$ cat config.mk
export PLATFORM = sky130hd
export DESIGN_NAME = tap_hold_double_tap_key_reporter_unit_flat
export DESIGN_NICKNAME = d
export VERILOG_FILES = /design/src/hdl/thkr_pkg.sv /design/src/hdl/thkr_if.sv /design/src/hdl/thkr_gesture.sv /design/src/hdl/thkr_out_buf.sv /design/src/hdl/tap_hold_double_tap_key_reporter_unit.sv /design/src/flat_wrapper.sv
export SDC_FILE = /design/constraint.sdc
export NUM_CORES = 1
export LEC_CHECK = 0
export ABC_AREA = 1
export ABC_CLOCK_PERIOD_IN_PS = 2250
export BUFFER_PORTS_ARGS = -buffer_cell sky130_fd_sc_hd__clkbuf_2
export CORE_ASPECT_RATIO = 1.5
export CORE_MARGIN = 2
export CORE_UTILIZATION = 52
export CTS_BUF_LIST = sky130_fd_sc_hd__clkbuf_16
export CTS_CLUSTER_DIAMETER = 30
export DETAILED_ROUTE_END_ITERATION = 6
export GPL_TIMING_DRIVEN = 0
export MAX_ROUTING_LAYER = met4
export PLACE_DENSITY = 0.68
export SLEW_MARGIN = 10
export SYNTH_ARGS = -nofsm -noshare
export SYNTH_HDL_FRONTEND = slang
export SYNTH_HIERARCHICAL = 1
export SYNTH_SLANG_ARGS = --single-unit
$ cat constraint.sdc
create_clock -name clk -period 2.25 [get_ports clk]
set_input_delay 0.3375 -clock clk [delete_from_list [all_inputs] [get_ports clk]]
set_output_delay 0.3375 -clock clk [all_outputs]
set_load 0.05 [all_outputs]
$ cat src/hdl/thkr_pkg.sv
// ----------------------------------------------------------------------------
// thkr_pkg
// Types and codes shared by the key reporter modules.
// ----------------------------------------------------------------------------
`default_nettype none

package thkr_pkg;

  localparam int CFG_DATA_W = 16;
  localparam int CFG_IDX_W  = 1;

  localparam logic [CFG_IDX_W-1:0]  CFG_HOLD_TIMEOUT = 1'd0;
  localparam logic [CFG_IDX_W-1:0]  CFG_TAP_WINDOW   = 1'd1;
  localparam logic [CFG_DATA_W-1:0] CFG_RESET_VALUE  = 16'd200;

  localparam logic [1:0] OP_TICK  = 2'd0;
  localparam logic [1:0] OP_KEY   = 2'd1;
  localparam logic [1:0] OP_LAYER = 2'd2;

  localparam logic [1:0] KIND_OVERLAY = 2'd0;
  localparam logic [1:0] KIND_TAP     = 2'd1;
  localparam logic [1:0] KIND_HOLD    = 2'd2;

  localparam logic [1:0] EDGE_PRESS   = 2'd1;
  localparam logic [1:0] EDGE_RELEASE = 2'd2;

  localparam logic [1:0] PK_LAYER   = 2'd0;
  localparam logic [1:0] PK_OVERLAY = 2'd1;
  localparam logic [1:0] PK_TAP     = 2'd2;
  localparam logic [1:0] PK_HOLD    = 2'd3;

  localparam logic [7:0] EV_TAP     = 8'd0;
  localparam logic [7:0] EV_DOUBLE  = 8'd1;
  localparam logic [7:0] EV_HOLD    = 8'd2;
  localparam logic [7:0] EV_RELEASE = 8'd3;

  typedef enum logic [4:0] {
    ST_IDLE           = 5'b00001,
    ST_PRESSED        = 5'b00010,
    ST_FIRST_UP       = 5'b00100,
    ST_HOLD_ACTIVE    = 5'b01000,
    ST_DOUBLE_PRESSED = 5'b10000
  } gesture_state_t;

  typedef struct packed {
    logic [1:0] opcode;
    logic       host_link_up;
    logic [1:0] key_kind;
    logic [1:0] key_edge;
    logic [7:0] layer_value;
  } item_t;

  typedef struct packed {
    logic       packet_valid;
    logic [1:0] packet_kind;
    logic [7:0] packet_payload;
    logic       key_consumed;
    logic       last_result;
  } report_t;

  typedef struct packed {
    logic    two;
    report_t r0;
    report_t r1;
  } result_pair_t;

endpackage

`default_nettype wire

$ cat src/hdl/thkr_if.sv
// ----------------------------------------------------------------------------
// thkr_if
// Item, result and configuration channels of the key reporter.
// ----------------------------------------------------------------------------
`default_nettype none

interface thkr_item_if;
  logic       valid;
  logic       ready;
  logic [1:0] opcode;
  logic       host_link_up;
  logic [1:0] key_kind;
  logic [1:0] key_edge;
  logic [7:0] layer_value;

  modport source (output valid, opcode, host_link_up, key_kind, key_edge, layer_value,
                  input ready);
  modport sink (input valid, opcode, host_link_up, key_kind, key_edge, layer_value,
                output ready);
endinterface

interface thkr_result_if;
  logic       valid;
  logic       ready;
  logic       packet_valid;
  logic [1:0] packet_kind;
  logic [7:0] packet_payload;
  logic       key_consumed;
  logic       last_result;

  modport source (output valid, packet_valid, packet_kind, packet_payload, key_consumed,
                  last_result, input ready);
  modport sink (input valid, packet_valid, packet_kind, packet_payload, key_consumed,
                last_result, output ready);
endinterface

interface thkr_cfg_if;
  import thkr_pkg::*;
  logic                  valid;
  logic                  ready;
  logic [CFG_IDX_W-1:0]  index;
  logic [CFG_DATA_W-1:0] data;

  modport source (output valid, index, data, input ready);
  modport sink (input valid, index, data, output ready);
endinterface

`default_nettype wire

$ cat src/hdl/thkr_gesture.sv
// ----------------------------------------------------------------------------
// thkr_gesture
// Gesture machine, timers and layer state; forms the results of one item.
// ----------------------------------------------------------------------------
`default_nettype none

module thkr_gesture #(
  parameter int TIMER_BITS = 16
) (
  input  logic                            clk,
  input  logic                            rst,
  input  thkr_pkg::item_t                 item,
  input  logic                            commit,
  input  logic [thkr_pkg::CFG_DATA_W-1:0] hold_timeout_ms,
  input  logic [thkr_pkg::CFG_DATA_W-1:0] tap_window_ms,
  output thkr_pkg::result_pair_t          pair
);
  import thkr_pkg::*;

  gesture_state_t        state, state_next;
  logic [TIMER_BITS-1:0] hold_count, hold_count_next;
  logic [TIMER_BITS-1:0] tap_count, tap_count_next;
  logic [7:0]            current_layer, current_layer_next;
  logic                  initial_sent, initial_sent_next;

  logic [TIMER_BITS-1:0] hold_load, tap_load;
  logic                  fire, consumed;
  logic [7:0]            gesture_ev;
  logic                  a_v, b_v;
  logic [1:0]            a_kind, b_kind;
  logic [7:0]            a_pay, b_pay;

  // saturate the timeout registers to the timer width
  if (TIMER_BITS >= CFG_DATA_W) begin : g_wide
    assign hold_load = TIMER_BITS'(hold_timeout_ms);
    assign tap_load  = TIMER_BITS'(tap_window_ms);
  end else begin : g_narrow
    assign hold_load = (|hold_timeout_ms[CFG_DATA_W-1:TIMER_BITS]) ? '1
                     : hold_timeout_ms[TIMER_BITS-1:0];
    assign tap_load  = (|tap_window_ms[CFG_DATA_W-1:TIMER_BITS]) ? '1
                     : tap_window_ms[TIMER_BITS-1:0];
  end

  always_comb begin
    state_next         = state;
    hold_count_next    = hold_count;
    tap_count_next     = tap_count;
    current_layer_next = current_layer;
    initial_sent_next  = initial_sent;
    fire       = 1'b0;
    gesture_ev = EV_TAP;
    consumed   = 1'b0;
    a_v    = 1'b0;
    a_kind = PK_LAYER;
    a_pay  = 8'd0;
    b_v    = 1'b0;
    b_kind = PK_LAYER;
    b_pay  = 8'd0;

    case (item.opcode)
      OP_TICK: begin
        if (!initial_sent && item.host_link_up) begin
          initial_sent_next = 1'b1;
          a_v   = 1'b1;
          a_pay = current_layer;
        end
        unique case (state)
          ST_PRESSED: begin
            if (hold_count[TIMER_BITS-1:1] == '0) begin
              hold_count_next = '0;
              state_next      = ST_HOLD_ACTIVE;
              fire            = 1'b1;
              gesture_ev      = EV_HOLD;
            end else begin
              hold_count_next = hold_count - 1'b1;
            end
          end
          ST_FIRST_UP: begin
            if (tap_count[TIMER_BITS-1:1] == '0) begin
              tap_count_next = '0;
              state_next     = ST_IDLE;
              fire           = 1'b1;
              gesture_ev     = EV_TAP;
            end else begin
              tap_count_next = tap_count - 1'b1;
            end
          end
          default: ;
        endcase
        // the layer packet goes first when both come on one tick
        if (fire) begin
          if (a_v) begin
            b_v    = 1'b1;
            b_kind = PK_OVERLAY;
            b_pay  = gesture_ev;
          end else begin
            a_v    = 1'b1;
            a_kind = PK_OVERLAY;
            a_pay  = gesture_ev;
          end
        end
      end
      OP_KEY: begin
        case (item.key_kind) inside
          KIND_OVERLAY: begin
            consumed = 1'b1;
            case (item.key_edge)
              EDGE_PRESS: begin
                if (state == ST_IDLE) begin
                  state_next      = ST_PRESSED;
                  hold_count_next = hold_load;
                end else if (state == ST_FIRST_UP) begin
                  state_next = ST_DOUBLE_PRESSED;
                  a_v    = 1'b1;
                  a_kind = PK_OVERLAY;
                  a_pay  = EV_DOUBLE;
                end
              end
              EDGE_RELEASE: begin
                if (state == ST_PRESSED) begin
                  state_next     = ST_FIRST_UP;
                  tap_count_next = tap_load;
                end else if (state == ST_HOLD_ACTIVE || state == ST_DOUBLE_PRESSED) begin
                  state_next = ST_IDLE;
                  a_v    = 1'b1;
                  a_kind = PK_OVERLAY;
                  a_pay  = EV_RELEASE;
                end
              end
              default: ;
            endcase
          end
          KIND_TAP, KIND_HOLD: begin
            consumed = 1'b1;
            a_kind   = (item.key_kind == KIND_TAP) ? PK_TAP : PK_HOLD;
            case (item.key_edge)
              EDGE_PRESS: begin
                a_v   = 1'b1;
                a_pay = (item.key_kind == KIND_TAP) ? EV_TAP : EV_HOLD;
              end
              EDGE_RELEASE: begin
                a_v   = 1'b1;
                a_pay = EV_RELEASE;
              end
              default: ;
            endcase
            if (!a_v) a_kind = PK_LAYER;
          end
          default: ;
        endcase
      end
      OP_LAYER: begin
        current_layer_next = item.layer_value;
        a_v   = 1'b1;
        a_pay = item.layer_value;
      end
      default: ;
    endcase

    pair.two               = b_v;
    pair.r0.packet_valid   = a_v;
    pair.r0.packet_kind    = a_kind;
    pair.r0.packet_payload = a_pay;
    pair.r0.key_consumed   = consumed;
    pair.r0.last_result    = !b_v;
    pair.r1.packet_valid   = b_v;
    pair.r1.packet_kind    = b_kind;
    pair.r1.packet_payload = b_pay;
    pair.r1.key_consumed   = consumed;
    pair.r1.last_result    = 1'b1;
  end

  always_ff @(posedge clk) begin
    if (rst) begin
      state         <= ST_IDLE;
      hold_count    <= '0;
      tap_count     <= '0;
      current_layer <= 8'd0;
      initial_sent  <= 1'b0;
    end else if (commit) begin
      state         <= state_next;
      hold_count    <= hold_count_next;
      tap_count     <= tap_count_next;
      current_layer <= current_layer_next;
      initial_sent  <= initial_sent_next;
    end
  end

endmodule

`default_nettype wire

$ cat src/hdl/thkr_out_buf.sv
// ----------------------------------------------------------------------------
// thkr_out_buf
// Two-slot result register; presents one result at a time to the sink.
// ----------------------------------------------------------------------------
`default_nettype none

module thkr_out_buf (
  input  logic                   clk,
  input  logic                   rst,
  input  logic                   load,
  input  thkr_pkg::result_pair_t pair,
  output logic                   room,
  thkr_result_if.source          result
);
  import thkr_pkg::*;

  logic [1:0] count;
  report_t    slot0, slot1;
  logic       pop;

  assign pop  = result.valid && result.ready;
  assign room = (count == 2'd0) || (count == 2'd1 && result.ready);

  assign result.valid          = (count != 2'd0);
  assign result.packet_valid   = slot0.packet_valid;
  assign result.packet_kind    = slot0.packet_kind;
  assign result.packet_payload = slot0.packet_payload;
  assign result.key_consumed   = slot0.key_consumed;
  assign result.last_result    = slot0.last_result;

  always_ff @(posedge clk) begin
    if (rst) begin
      count <= 2'd0;
    end else if (load) begin
      count <= pair.two ? 2'd2 : 2'd1;
    end else if (pop) begin
      count <= count - 2'd1;
    end
  end

  // advance the second result into the front slot on a pop
  always_ff @(posedge clk) begin
    if (load) begin
      slot0 <= pair.r0;
      slot1 <= pair.r1;
    end else if (pop) begin
      slot0 <= slot1;
    end
  end

endmodule

`default_nettype wire

$ cat src/hdl/tap_hold_double_tap_key_reporter_unit.sv
// Path: an accepted item is held in the input register, and its results are
// then loaded into the result register, which offers them to the sink.
// Throughput: one item per cycle while the result buffer has room; an item
// with two results holds the single result port of the output register for both.
// Reset (rst, synchronous): gesture idle, timers and layer zero, no initial
// layer sent, both timeout registers 200, input and output stages empty.
// ----------------------------------------------------------------------------
// tap_hold_double_tap_key_reporter_unit
// Top level: input register, configuration registers, gesture core and
// result buffer.
// ----------------------------------------------------------------------------
`default_nettype none

module tap_hold_double_tap_key_reporter_unit #(
  parameter int TIMER_BITS = 16
) (
  input  logic          clk,
  input  logic          rst,
  thkr_item_if.sink     item,
  thkr_result_if.source result,
  thkr_cfg_if.sink      cfg
);
  import thkr_pkg::*;

  item_t                 item_q;
  logic                  item_vld;
  logic                  room, commit;
  logic [CFG_DATA_W-1:0] hold_timeout_ms, tap_window_ms;
  result_pair_t          pair;

  assign commit     = item_vld && room;
  assign item.ready = !item_vld || commit;
  assign cfg.ready  = 1'b1;

  always_ff @(posedge clk) begin
    if (rst) begin
      item_vld <= 1'b0;
    end else if (item.valid && item.ready) begin
      item_vld <= 1'b1;
    end else if (commit) begin
      item_vld <= 1'b0;
    end
  end

  always_ff @(posedge clk) begin
    if (item.valid && item.ready) begin
      item_q.opcode       <= item.opcode;
      item_q.host_link_up <= item.host_link_up;
      item_q.key_kind     <= item.key_kind;
      item_q.key_edge     <= item.key_edge;
      item_q.layer_value  <= item.layer_value;
    end
  end

  always_ff @(posedge clk) begin
    if (rst) begin
      hold_timeout_ms <= CFG_RESET_VALUE;
      tap_window_ms   <= CFG_RESET_VALUE;
    end else if (cfg.valid && cfg.ready) begin
      unique case (cfg.index)
        CFG_HOLD_TIMEOUT: hold_timeout_ms <= cfg.data;
        CFG_TAP_WINDOW:   tap_window_ms   <= cfg.data;
        default: ;
      endcase
    end
  end

  thkr_gesture #(
    .TIMER_BITS (TIMER_BITS)
  ) u_gesture (
    .clk             (clk),
    .rst             (rst),
    .item            (item_q),
    .commit          (commit),
    .hold_timeout_ms (hold_timeout_ms),
    .tap_window_ms   (tap_window_ms),
    .pair            (pair)
  );

  thkr_out_buf u_out_buf (
    .clk    (clk),
    .rst    (rst),
    .load   (commit),
    .pair   (pair),
    .room   (room),
    .result (result)
  );

endmodule

`default_nettype wire

$ cat src/flat_wrapper.sv
// flat-port wrapper written by rule: the top's interface ports become plain ports
module tap_hold_double_tap_key_reporter_unit_flat import thkr_pkg::*;
#(
  parameter int TIMER_BITS = 16
)
  (clk, rst, item_valid, item_opcode, item_host_link_up, item_key_kind, item_key_edge, item_layer_value, item_ready, result_valid, result_packet_valid, result_packet_kind, result_packet_payload, result_key_consumed, result_last_result, result_ready, cfg_valid, cfg_index, cfg_data, cfg_ready);
  thkr_item_if item_i ();
  thkr_result_if result_i ();
  thkr_cfg_if cfg_i ();
  input  logic clk;
  input  logic rst;
  input wire logic [$bits(item_i.valid)-1:0] item_valid;
  input wire logic [$bits(item_i.opcode)-1:0] item_opcode;
  input wire logic [$bits(item_i.host_link_up)-1:0] item_host_link_up;
  input wire logic [$bits(item_i.key_kind)-1:0] item_key_kind;
  input wire logic [$bits(item_i.key_edge)-1:0] item_key_edge;
  input wire logic [$bits(item_i.layer_value)-1:0] item_layer_value;
  output wire logic [$bits(item_i.ready)-1:0] item_ready;
  output wire logic [$bits(result_i.valid)-1:0] result_valid;
  output wire logic [$bits(result_i.packet_valid)-1:0] result_packet_valid;
  output wire logic [$bits(result_i.packet_kind)-1:0] result_packet_kind;
  output wire logic [$bits(result_i.packet_payload)-1:0] result_packet_payload;
  output wire logic [$bits(result_i.key_consumed)-1:0] result_key_consumed;
  output wire logic [$bits(result_i.last_result)-1:0] result_last_result;
  input wire logic [$bits(result_i.ready)-1:0] result_ready;
  input wire logic [$bits(cfg_i.valid)-1:0] cfg_valid;
  input wire logic [$bits(cfg_i.index)-1:0] cfg_index;
  input wire logic [$bits(cfg_i.data)-1:0] cfg_data;
  output wire logic [$bits(cfg_i.ready)-1:0] cfg_ready;
  assign item_i.valid = item_valid;
  assign item_i.opcode = item_opcode;
  assign item_i.host_link_up = item_host_link_up;
  assign item_i.key_kind = item_key_kind;
  assign item_i.key_edge = item_key_edge;
  assign item_i.layer_value = item_layer_value;
  assign item_ready = item_i.ready;
  assign result_valid = result_i.valid;
  assign result_packet_valid = result_i.packet_valid;
  assign result_packet_kind = result_i.packet_kind;
  assign result_packet_payload = result_i.packet_payload;
  assign result_key_consumed = result_i.key_consumed;
  assign result_last_result = result_i.last_result;
  assign result_i.ready = result_ready;
  assign cfg_i.valid = cfg_valid;
  assign cfg_i.index = cfg_index;
  assign cfg_i.data = cfg_data;
  assign cfg_ready = cfg_i.ready;
  tap_hold_double_tap_key_reporter_unit #(.TIMER_BITS(TIMER_BITS)) u_core (.clk(clk), .rst(rst), .item(item_i), .result(result_i), .cfg(cfg_i));
endmodule
Word-level counts from Yosys, hierarchy flattened
Index checks and enable logic that the tools add are counted.

Flip-flop bits (word level): 121. Latch bits: 0. Bits in writable memories: 0. Bits in read-only memories: 0. Memories: 0.

Add/sub/neg operators: 3. Multiply operators: 0. Divide/modulo/power cells: 0. Magnitude comparators: 0. Equal/unequal tests: 25. Shifts and indexed selects: 0. Mux-type cells: 82. Bitwise logic cells: 1. Reductions and logical operators: 31.

Operators with widths (number): two-way mux 16 bit (10); case mux 16 bit (2 select lines) (2); two-way mux 5 bit (7); two-way mux 1 bit (34); subtractor 16 x 1 -> 16 bit (second input constant) (2); zero test 15 bit (2); case mux 5 bit (2 select lines) (3); two-way mux 13 bit (2); two-way mux 2 bit (13); two-way mux 8 bit (3); case mux 8 bit (3 select lines) (1); case mux 2 bit (2 select lines) (3); AND reduction 6 bit (2); != test 2 bit (second input constant) (5); != test 3 bit (second input constant) (3); AND reduction 9 bit (1); equality test 2 x 1 -> 1 bit (second input constant) (4); != test 4 bit (second input constant) (2); AND reduction 2 bit (4); nonzero test 2 bit (4); equality test 2 bit (second input constant) (3); zero test 2 bit (3); case mux 1 bit (2 select lines) (3); AND reduction 3 bit (2); 14 further kinds (24).

Depth between registers and ports, before layout
Depth in word-level cells: 11. Gate-level depth with buffers: 14. Depth with buffers taken out: 14.

Hierarchy
Netlist, hierarchy kept.

Modules (own cells, without submodules): thkr_gesture (times used 1, cells each 545, area each 3339.5 µm², sequential area each 920.9 µm²); tap_hold_double_tap_key_reporter_unit (times used 1, cells each 195, area each 1800.5 µm², sequential area each 1111.1 µm²); thkr_out_buf (times used 1, cells each 93, area each 1114.8 µm², sequential area each 820.8 µm²).

Least setup slack after synthesis
No wires, ideal clock.

Path kind: flip-flop to flip-flop. Start point: reg u_core.u_out_buf.count[0]. End point: reg u_core.u_gesture.tap_count[8]. Arrival time: 2.123 ns. Data required time: 2.141 ns. Slack: 0.018 ns. Cell stages (with the launch flop): 15. Buffers on the path: 1. Clock period less this slack: 2.232 ns. Path through: dfxtp_1 -> inv_1 -> ha_1 -> inv_1 -> nand2_1 -> nand2_1 -> inv_1 -> nand3_1 -> inv_1 -> nand4_4 -> inv_4 -> buf_6 -> o211ai_1 -> nand2_1 -> inv_1.

Cells in the longest elaborated chain, start to end: 5. Elaborated cells on any way between the ends: 6. Classes of those cells: 1 x eq/ne; 5 x reduce/logical.

RTL lines: from (decl) (RTL line thkr_out_buf.sv:17) `logic [1:0] count;`; from (signal assigned) (RTL line thkr_out_buf.sv:35) `count <= pair.two ? 2'd2 : 2'd1;`; from (signal assigned) (RTL line thkr_out_buf.sv:37) `count <= count - 2'd1;`; equality test 2 x 1 -> 1 bit (RTL line thkr_out_buf.sv:22) `assign room = (count == 2'd0) || (count == 2'd1 && result.ready);`; logical AND 1 bit (RTL line thkr_out_buf.sv:22); logical OR 1 bit * (RTL line thkr_out_buf.sv:22); net u_core.room (RTL line tap_hold_double_tap_key_reporter_unit.sv:27) `logic room, commit;`; logical AND 1 bit * (RTL line tap_hold_double_tap_key_reporter_unit.sv:31) `assign commit = item_vld && room;`; net u_core.commit (RTL line tap_hold_double_tap_key_reporter_unit.sv:27); AND reduction 6 bit (no line) *; to (signal assigned) (RTL line thkr_gesture.sv:183) `tap_count <= tap_count_next;`; to (decl) (RTL line thkr_gesture.sv:22) `logic [TIMER_BITS-1:0] tap_count, tap_count_next;`.

The timed path passes the listed nets; every way through them passes the cells marked *. A chain may end at the register's enable or synchronous reset.

Final worst setup path
Start point: reg u_core.u_out_buf.count[0]. End point: reg u_core.u_gesture.tap_count[15].

The elaborated chain is that of the path after synthesis.

==> flow_summary_export.csv <==
group,metric,value,unit
timing,holdWs,97.5,ps
timing,fin_worst_skew,10.4,ps
floorplanning,dieArea,12900,um^2
routing,wire_per_inst,13.5,um
global_route,use_met1,0.250,
clock_network,cts_buffers,17,
power,power.net_switching,2.05,mW
power,p_seq_frac,0.406,
worst_setup_path,crit_fanout,10,
routing,drcViolationCount,0,
placed_design,placed_area,6740,um^2
worst_setup_path,arrival,2410,ps
finish,post-route-util,0.612,
logic_synthesis,synth_compound_area_frac,0.119,
clock_network,cts_tree,"built",
routing,drt_wl_total,14.5,mm
logic_synthesis,synth.area.top_cells,"dfxtp_1, edfxtp_1, nand2_1",
worst_setup_path,cp-end-kind,"register",
global_route,top_usage_layer,"met2",
routing,firstDrtPassIters,7,
logic_synthesis,synthAdderAreaFrac,0.0180,
worst_setup_path,crit_type,"reg2reg",
floorplanning,die_y,138,um
logic_synthesis,synth-seq-cells,122,
logic_synthesis,synth-edff-count,41,
timing,hold_violations,0,
floorplanning,fp.coreArea,11900,um^2
finish,post_route_cells_drive_above_1_share,0.166,
logic_synthesis,yosys.area_share.simple,0.282,
timing,fmax,483,MHz
power,powerDensity,883,nW/um^2
power,comb_power_share,0.228,
floorplanning,ios,53,
routing,num_vias,5544,
placed_design,placed_cells_incl_taps,1044,
worst_setup_path,worst_setup_path_start_kind,"register",
logic_synthesis,synth_top_family_by_area,"simple AND/OR/NAND/NOR gates",
run_status,outcome,"finished, final reports clean",
power,p_clk_frac,0.367,
global_route,antenna_found_initial,0,
timing,setup_viol,0,
routing,ant_nets,0,
logic_synthesis,synth_area,6250,um^2
routing,viasPerCell,5.14,
power,p_int,4.38,mW
floorplanning,start_util,0.526,
finish,area_delta_synth_final,16.5,%
hold_path,hold_depth,1,
logic_synthesis,synth_largest_type_area_fraction,0.259,
logic_synthesis,synth_xor_area_frac,0.0154,
worst_setup_path,reg2reg_depth,12,
global_route,grt_pass1_wl,23.9,mm
clock_network,clock_path_buffers,2,
finish,final_nets,959,
timing,finalCritPeriodShare,0.920,
placed_design,dp_hpwl,11.0,mm
placed_design,portBuffers,50,
power,p_sw_frac,0.319,
hold_path,min_path_type,"in2reg",
logic_synthesis,syn_avg_cell_area,7.51,um^2
global_route,grt_pass1_vias,5236,
logic_synthesis,synth.area.mux_share,0,
global_route,grt_usage,0.240,
logic_synthesis,syn_inst,833,
finish,final_cell_count_no_fill,1079,
finish,final_area,7280,um^2
clock_network,cts_hold_buf,0,
floorplanning,rows,49,
clock_network,clkSinkCount,122,
logic_synthesis,yosysSeqAreaShare,0.456,
clock_network,htreeDepth,4,
finish,diodes,0,
logic_synthesis,async_reset_ff_frac,0,
placed_design,routabilityCongestion,0.963,
global_route,grt_max_degree,17,
timing,slew_viol_final,0,
global_route,met2_usage,0.425,
timing,setup_ws,180,ps
placed_design,dp_slack,-253,ps
global_route,globalRouteOverflowTotal,0,
routing,drt_iter0_markers,295,
run,cap_viol_max_count,0,
clock_network,cts.clk_slew.worst_paths,60,ps
logic_synthesis,yosys_warnings,6,
finish,layout_commonest_cell,"nand2_1",
power,leakage,3.45,nW
global_route,gr-usage-met3,0.0474,
timing,period_minus_slack,2070,ps
logic_synthesis,synth_ff_type,"dfxtp_1",
clock_network,worstSkewPairLatency,410,ps
logic_synthesis,synthDistinctLibCells,40,
timing,tns,0,ps
power,vdd_drop_max,0.000515,V
finish,layout_common_cells,"nand2_1, nor2_1, inv_1",
logic_synthesis,yosysTopAreaCell,"dfxtp_1",
timing,rsz0062_at_grt,"false",
clock_network,clockRootBuffer,"clkbuf_16",
floorplanning,die-width,93.6,um
power,total_power,6.43,mW
worst_setup_path,crit_required,2590,ps
[synthesized netlist by cell type, drive strengths merged, types with 3 or more instances]
master  instances
nor2          148
a21oi          56
dfxtp          81
buf            34
o21ai          80
ha              9
clkbuf          7
nor3            4
edfxtp         41
conb            3
nand2         183
inv            96
nand4           5
nand3          67
xor2            9
[cell families (layout without fill, tap and decap cells)]
logic type                 Yosys count  count (layout)
buffers and inverters              138             224
AOI/OAI and AO/OA                  143             143
and+or+nand+nor                    407             407
adders and majority gates            9               9
DFF                                122             122
other                                3              10
xor gates and xnor gates            11              11
[registers in the layout, indices dropped and copies added, names as in the netlist, 8 cells and up]
signal and cells:
u_core/item_q 15, u_core/u_out_buf/result.packet_payload 8, u_core/u_gesture/hold_count 16, u_core/u_out_buf/slot1 13, u_core/u_gesture/tap_count 16, u_core/tap_window_ms 16, u_core/hold_timeout_ms 16, u_core/u_gesture/current_layer 8
[critical path: stages, from the launching register on]
cell	delay [ps]
dfxtp_1	380
inv_1	60
ha_1	180
inv_1	110
nand2_1	80
nand2_1	120
clkinvlp_4	170
nand3_1	180
inv_1	100
nand4_4	150
clkbuf_4	220
a21oi_1	70
a21oi_1	160
[layout make-up]
cell class | instances | area (um^2)
well taps | 153 | 191
fillers | 1104 | 4610
clock buffers | 18 | 450
flip-flops and latches | 122 | 2850
inverters | 97 | 383
multi-input cells | 580 | 2760
clock inverters | 14 | 67.6
repair buffers | 54 | 284
plain buffers | 41 | 300
[layer usage]
| metal | vias up | part of all wire |
|---|---|---|
| li1 | 2828 | - |
| met3 | 30 | 0.042 |
| met1 | 2534 | 0.39 |
| met2 | 152 | 0.54 |
| met5 | - | 0 |
| met4 | 0 | 0.028 |
[worst paths after layout]
kind                                           from                                 to  slack, ps
setup / recovery          u_core/u_out_buf/count[0]     u_core/u_gesture/tap_count[15]        180
hold reg to reg   u_core/u_gesture/current_layer[4]  u_core/u_gesture/current_layer[4]        450
hold / removal                     item_key_edge[0]                   u_core/item_q[8]        100
setup reg to reg          u_core/u_out_buf/count[0]     u_core/u_gesture/tap_count[15]        180
[repair_timing]
item | 4_1_cts | 5_1_grt
buffers inserted | 3 | 0
resized for setup | 1 | 1
pin swaps | 0 | 0
endpoints found under the setup margin | 39 | 1
[power by group through the flow]
stage	clock, mW	combinational, mW	sequential, mW
after floorplan	0	0.907	2.82
after global placement	0	1.39	2.65
after detailed placement	0	1.44	2.65
after CTS	2.42	1.46	2.61
after global routing	2.50	1.63	2.63
final	2.36	1.46	2.61
Power figures use the tool's default switching activity.
